[src/hw/rtl/fcl_pkg.sv]
// ----------------------------------------------------------------------------
// FAT16 cluster chain locator package
// Shared constants, codes and controller/datapath interface types.
// ----------------------------------------------------------------------------
package fcl_pkg;

  localparam int TABLE_DEPTH_DEF  = 65536;
  localparam int SECTOR_BYTES_DEF = 512;

  localparam int CFG_IDX_W  = 2;
  localparam int CFG_DATA_W = 32;

  // Links at or above this value terminate a chain.
  localparam logic [15:0] END_MARK = 16'hFFF8;

  typedef enum logic [1:0] {
    OP_LOAD   = 2'd0,
    OP_LOCATE = 2'd1,
    OP_COUNT  = 2'd2
  } op_t;

  typedef enum logic [1:0] {
    ST_OK    = 2'd0,
    ST_END   = 2'd1,
    ST_RANGE = 2'd2,
    ST_LONG  = 2'd3
  } status_t;

  typedef enum logic [CFG_IDX_W-1:0] {
    CFG_CLUSTER_BYTES = 2'd0,
    CFG_DATA_BASE     = 2'd1,
    CFG_ROOT_BASE     = 2'd2,
    CFG_TABLE_ENTRIES = 2'd3
  } cfg_reg_t;

  typedef enum logic [1:0] {
    S_IDLE,
    S_WALK,
    S_FIN
  } ctrl_state_t;

  typedef enum logic [1:0] {
    RES_IMM,
    RES_WALK,
    RES_LOC
  } res_sel_t;

  typedef struct packed {
    logic     start;
    logic     step;
    logic     mul_en;
    logic     out_load;
    res_sel_t res_sel;
  } ctl_t;

  typedef struct packed {
    logic is_walk;
    logic walk_done;
    logic walk_to_mul;
  } sts_t;

endpackage

[src/hw/rtl/fcl_ctrl.sv]
// ----------------------------------------------------------------------------
// FAT16 locator controller
// Sequences one request at a time and owns the result valid flag.
// ----------------------------------------------------------------------------
module fcl_ctrl (
  input  logic          clk,
  input  logic          rst,
  input  logic          in_valid,
  output logic          in_ready,
  output logic          out_valid,
  input  logic          out_ready,
  input  fcl_pkg::sts_t sts,
  output fcl_pkg::ctl_t ctl
);

  fcl_pkg::ctrl_state_t state;
  fcl_pkg::ctrl_state_t state_next;
  logic                 out_free;
  logic                 accept;

  // The result register may be refilled in the same cycle its item transfers.
  assign out_free = !out_valid || out_ready;
  assign in_ready = (state == fcl_pkg::S_IDLE) && out_free;
  assign accept   = in_valid && in_ready;

  always_comb begin
    state_next = state;
    case (state)
      fcl_pkg::S_IDLE: begin
        if (accept && sts.is_walk) begin
          state_next = fcl_pkg::S_WALK;
        end
      end
      fcl_pkg::S_WALK: begin
        if (sts.walk_done && sts.walk_to_mul) begin
          state_next = fcl_pkg::S_FIN;
        end else if (sts.walk_done && out_free) begin
          state_next = fcl_pkg::S_IDLE;
        end
      end
      fcl_pkg::S_FIN: begin
        if (out_free) begin
          state_next = fcl_pkg::S_IDLE;
        end
      end
      default: state_next = fcl_pkg::S_IDLE;
    endcase
  end

  always_comb begin
    ctl.start    = 1'b0;
    ctl.step     = 1'b0;
    ctl.mul_en   = 1'b0;
    ctl.out_load = 1'b0;
    ctl.res_sel  = fcl_pkg::RES_IMM;
    case (state)
      fcl_pkg::S_IDLE: begin
        ctl.start    = accept;
        ctl.out_load = accept && !sts.is_walk;
      end
      fcl_pkg::S_WALK: begin
        ctl.step     = !sts.walk_done;
        ctl.mul_en   = sts.walk_done && sts.walk_to_mul;
        ctl.out_load = sts.walk_done && !sts.walk_to_mul && out_free;
        ctl.res_sel  = fcl_pkg::RES_WALK;
      end
      fcl_pkg::S_FIN: begin
        ctl.out_load = out_free;
        ctl.res_sel  = fcl_pkg::RES_LOC;
      end
      default: ;
    endcase
  end

  always_ff @(posedge clk) begin
    if (rst) begin
      state     <= fcl_pkg::S_IDLE;
      out_valid <= 1'b0;
    end else begin
      state <= state_next;
      if (ctl.out_load) begin
        out_valid <= 1'b1;
      end else if (out_ready) begin
        out_valid <= 1'b0;
      end
    end
  end

endmodule

[config.mk]
export PLATFORM = sky130hd
export DESIGN_NAME = fcl_ctrl
export DESIGN_NICKNAME = d
export VERILOG_FILES = /design/src/hw/rtl/fcl_pkg.sv /design/src/hw/rtl/fcl_ctrl.sv
export SDC_FILE = /design/constraint.sdc
export NUM_CORES = 1
export LEC_CHECK = 0
export BUFFER_PORTS_ARGS = -buffer_cell sky130_fd_sc_hd__buf_2
export CAP_MARGIN = 40
export CORE_AREA = 2 2 39 41
export CTS_CLUSTER_SIZE = 8
export DETAILED_ROUTE_END_ITERATION = 7
export DIE_AREA = 0 0 41 43
export SLEW_MARGIN = 20
export SYNTH_ARGS = -nofsm -noshare
export SYNTH_HDL_FRONTEND = slang
export SYNTH_SLANG_ARGS = --single-unit
[constraint.sdc]
create_clock -name clk -period 1.25 [get_ports clk]
set_input_delay 0.25 -clock clk [delete_from_list [all_inputs] [get_ports clk]]
set_output_delay 0.25 -clock clk [all_outputs]
set_load 0.02 [all_outputs]
==> qor.txt <==
Status: finished with violations
Failing checks: negative setup slack
Core ar.: 1380 sq um
Critical path arrival: 1.14 ns
PortBufs: 14
Pin count of the biggest net entering global routing: 6
Cell area after synthesis: 215 sq um
Ranking of synthesized cells by area: dfxtp_1 (28%), nor2b_4 (13%), nor2b_1 (8.7%)
CTS Sinks: 3
First-pass GRT wire length: 1040 um
Worst path depth: 3
Synth cell types: 18
Placed Cells: 54
Final cycle utilization of the critical path: 111%
Worst hold path class: in -> reg
DRC viols: 0
Syn. warnings: 0
Met1 Usage GRT: 6.73%
Total grt overflow: 0
Share of cells above drive strength 1: 73.9%
Worst Clk Skew: 0.00269 ns
Final worst setup slack: -0.137 ns
Final design utilization: 32.8%
H-tree lvl count: 1
Placed cell area: 319 sq um
Starting density of the core: 15.6%
Final Routed Wirelength: 676 um
Leading area contributor after synthesis: dfxtp_1
Min Tclk post-route: 1.39 ns
Commonest non-fill, non-tap cells in the layout: buf_2 (8), buf_4 (7), buf_6 (5)
Max clock buf depth: 2
Gr busiest metal: met2
RSZ-0062 raised after global routing: yes
Endpoints failing setup: 6
Layout area overhead: 111%
GR Util met2: 17.2%
Seq/Total Area, Yosys: 27.9%
TritonCTS clock tree: done
Setup CP Type: reg -> out
Vias in the first global route: 288
Top-area cell type share of the netlist area: 27.9%
Final Non-Filler Cells: 62
CP Cell Sequence: nor2b_4, nor4b_4, buf_4
Net count, final: 54
M3 GR Usage: 3.14%
Detailed-route via count: 250
Setup crit start kind: flop
Die area: 1760 sq um
Register bit total from synthesis: 3
Top cell family by delay on the critical path: simple AND/OR/NAND/NOR gates
CTS buffer count: 3
Vias/cell: 4.03
Iteration-0 DRC Markers: 2
CP max stage delay: 0.31 ns
Slew Limit Headroom: 83.8%
Max VDD drop: 0.264 mV
Max-slew violation count: 0
Detail Route Antenna Nets: 0
Die Y: 43 um
Max stage delay cell, worst path: dfxtp_2
GP Congestion: 0.657
Buf/Inv on CP: 1
Syn Nets: 30
Worst slew pin tran: 0.242 ns
Global Route Usage Sum: 9.13%
Pwr per Cell Area: 885 nW/um^2
Top Ports: 15
Commonest non-fill, non-tap cell in the layout: buf_2
Leakage: 0.223 nW
Final hold vios: 0
Avg Inst Size Synth: 9.36 sq um
Initial antenna violation count: 0
Max Freq: 721 MHz
Worst-Skew Late Latency: 0.23 ns
Number of max-cap violations: 0
Hold depth: 2
Rows: 14
Crit. End Element: output port
Fin area: 454 sq um
N_diodes: 0
Worst R2R Path Depth: 4
Post-detail-place hpwl: 468 um
Worst Path Max Fanout: 2
Clock Tree Root: clkbuf_4
Drt first pass iters: 2
CP Data Required Time: 1.00 ns
Syn Inst Count: 23
Die width: 41 um
WL per Instance: 10.9 um
CTS clk-pin slew, worst paths: 0.04 ns
[synthesized netlist by cell type]
cell,n
a21oi_1,1
a31oi_1,1
a32o_1,1
a32oi_1,1
and2b_1,1
and3_1,1
buf_4,1
dfxtp_1,3
inv_1,1
nand2b_1,1
nand3b_2,1
nor2_1,1
nor2b_1,3
nor2b_4,2
nor3_1,1
nor4b_2,1
o21ai_0,1
o21bai_1,1
[per-stage QoR]
stage                     TNS, ns  total power [mW]  setup slack, ns  hold WS [ns]
after floorplan           -0.0700             0.163          -0.0330         0.319
after global placement          0             0.203           0.0396         0.472
after detailed placement        0             0.203           0.0497         0.474
after CTS                  -0.522             0.411           -0.139         0.219
after global routing       -0.693             0.425           -0.185         0.237
final                      -0.463             0.402           -0.137         0.226
[registers in the layout, summed over array words and instances (netlist names)]
signal     flops
state          2
out_valid      1
[path summary, 6_finish.rpt]
path | slack [ns] | endpoint | start
min | 0.23 | state[1] | rst
max | -0.14 | ctl[5] | out_valid
min reg2reg | 0.63 | out_valid | out_valid
max reg2reg | 0.26 | out_valid | state[1]
[cell type report]
cell class                 count  area, sq um
tap                           16         20.0
clock buffer                   4         26.3
inverter                       1         3.75
sequential                     3         66.3
multi-input combinational     18          189
timing repair buffer          20          149
fill                         159          930
[timing repair]
item | 4_1_cts | 5_1_grt
gates resized for setup | 20 | 1
buffers inserted | 4 | 0
pin swaps | 3 | 0
hold endpoints to repair | 0 | 0
cloned | 0 | 0
hold buffers | 0 | 0
setup endpoints to repair | 6 | 6
[report_power, final]
group          switching [mW]  internal, mW  total (mW)
Clock                  0.0462         0.119       0.166
Combinational          0.0623        0.0697       0.132
Sequential            0.00410         0.100       0.105
Total                   0.113         0.290       0.402
[routing by layer]
metal / routed length [um] / up-vias
li1: - / 129
met1: 206 / 115
met2: 420 / 6
met3: 50 / 0
met4: 0 / 0
met5: 0 / -
[worst reg2reg max path: cells and delay by family (launching register included)]
kind	cells	cell delay [ns]
DFF	1	0.36
buffers and inverters	1	0.13
AOI/OAI and AO/OA	1	0.15
and+or+nand+nor	2	0.26
[logic make-up after synthesis]
logic type	share of synthesized area [%]
simple gates	47.1
buf+inv	5.23
flops	27.9
compound gates	19.8
Power figures use the tool's default switching activity.
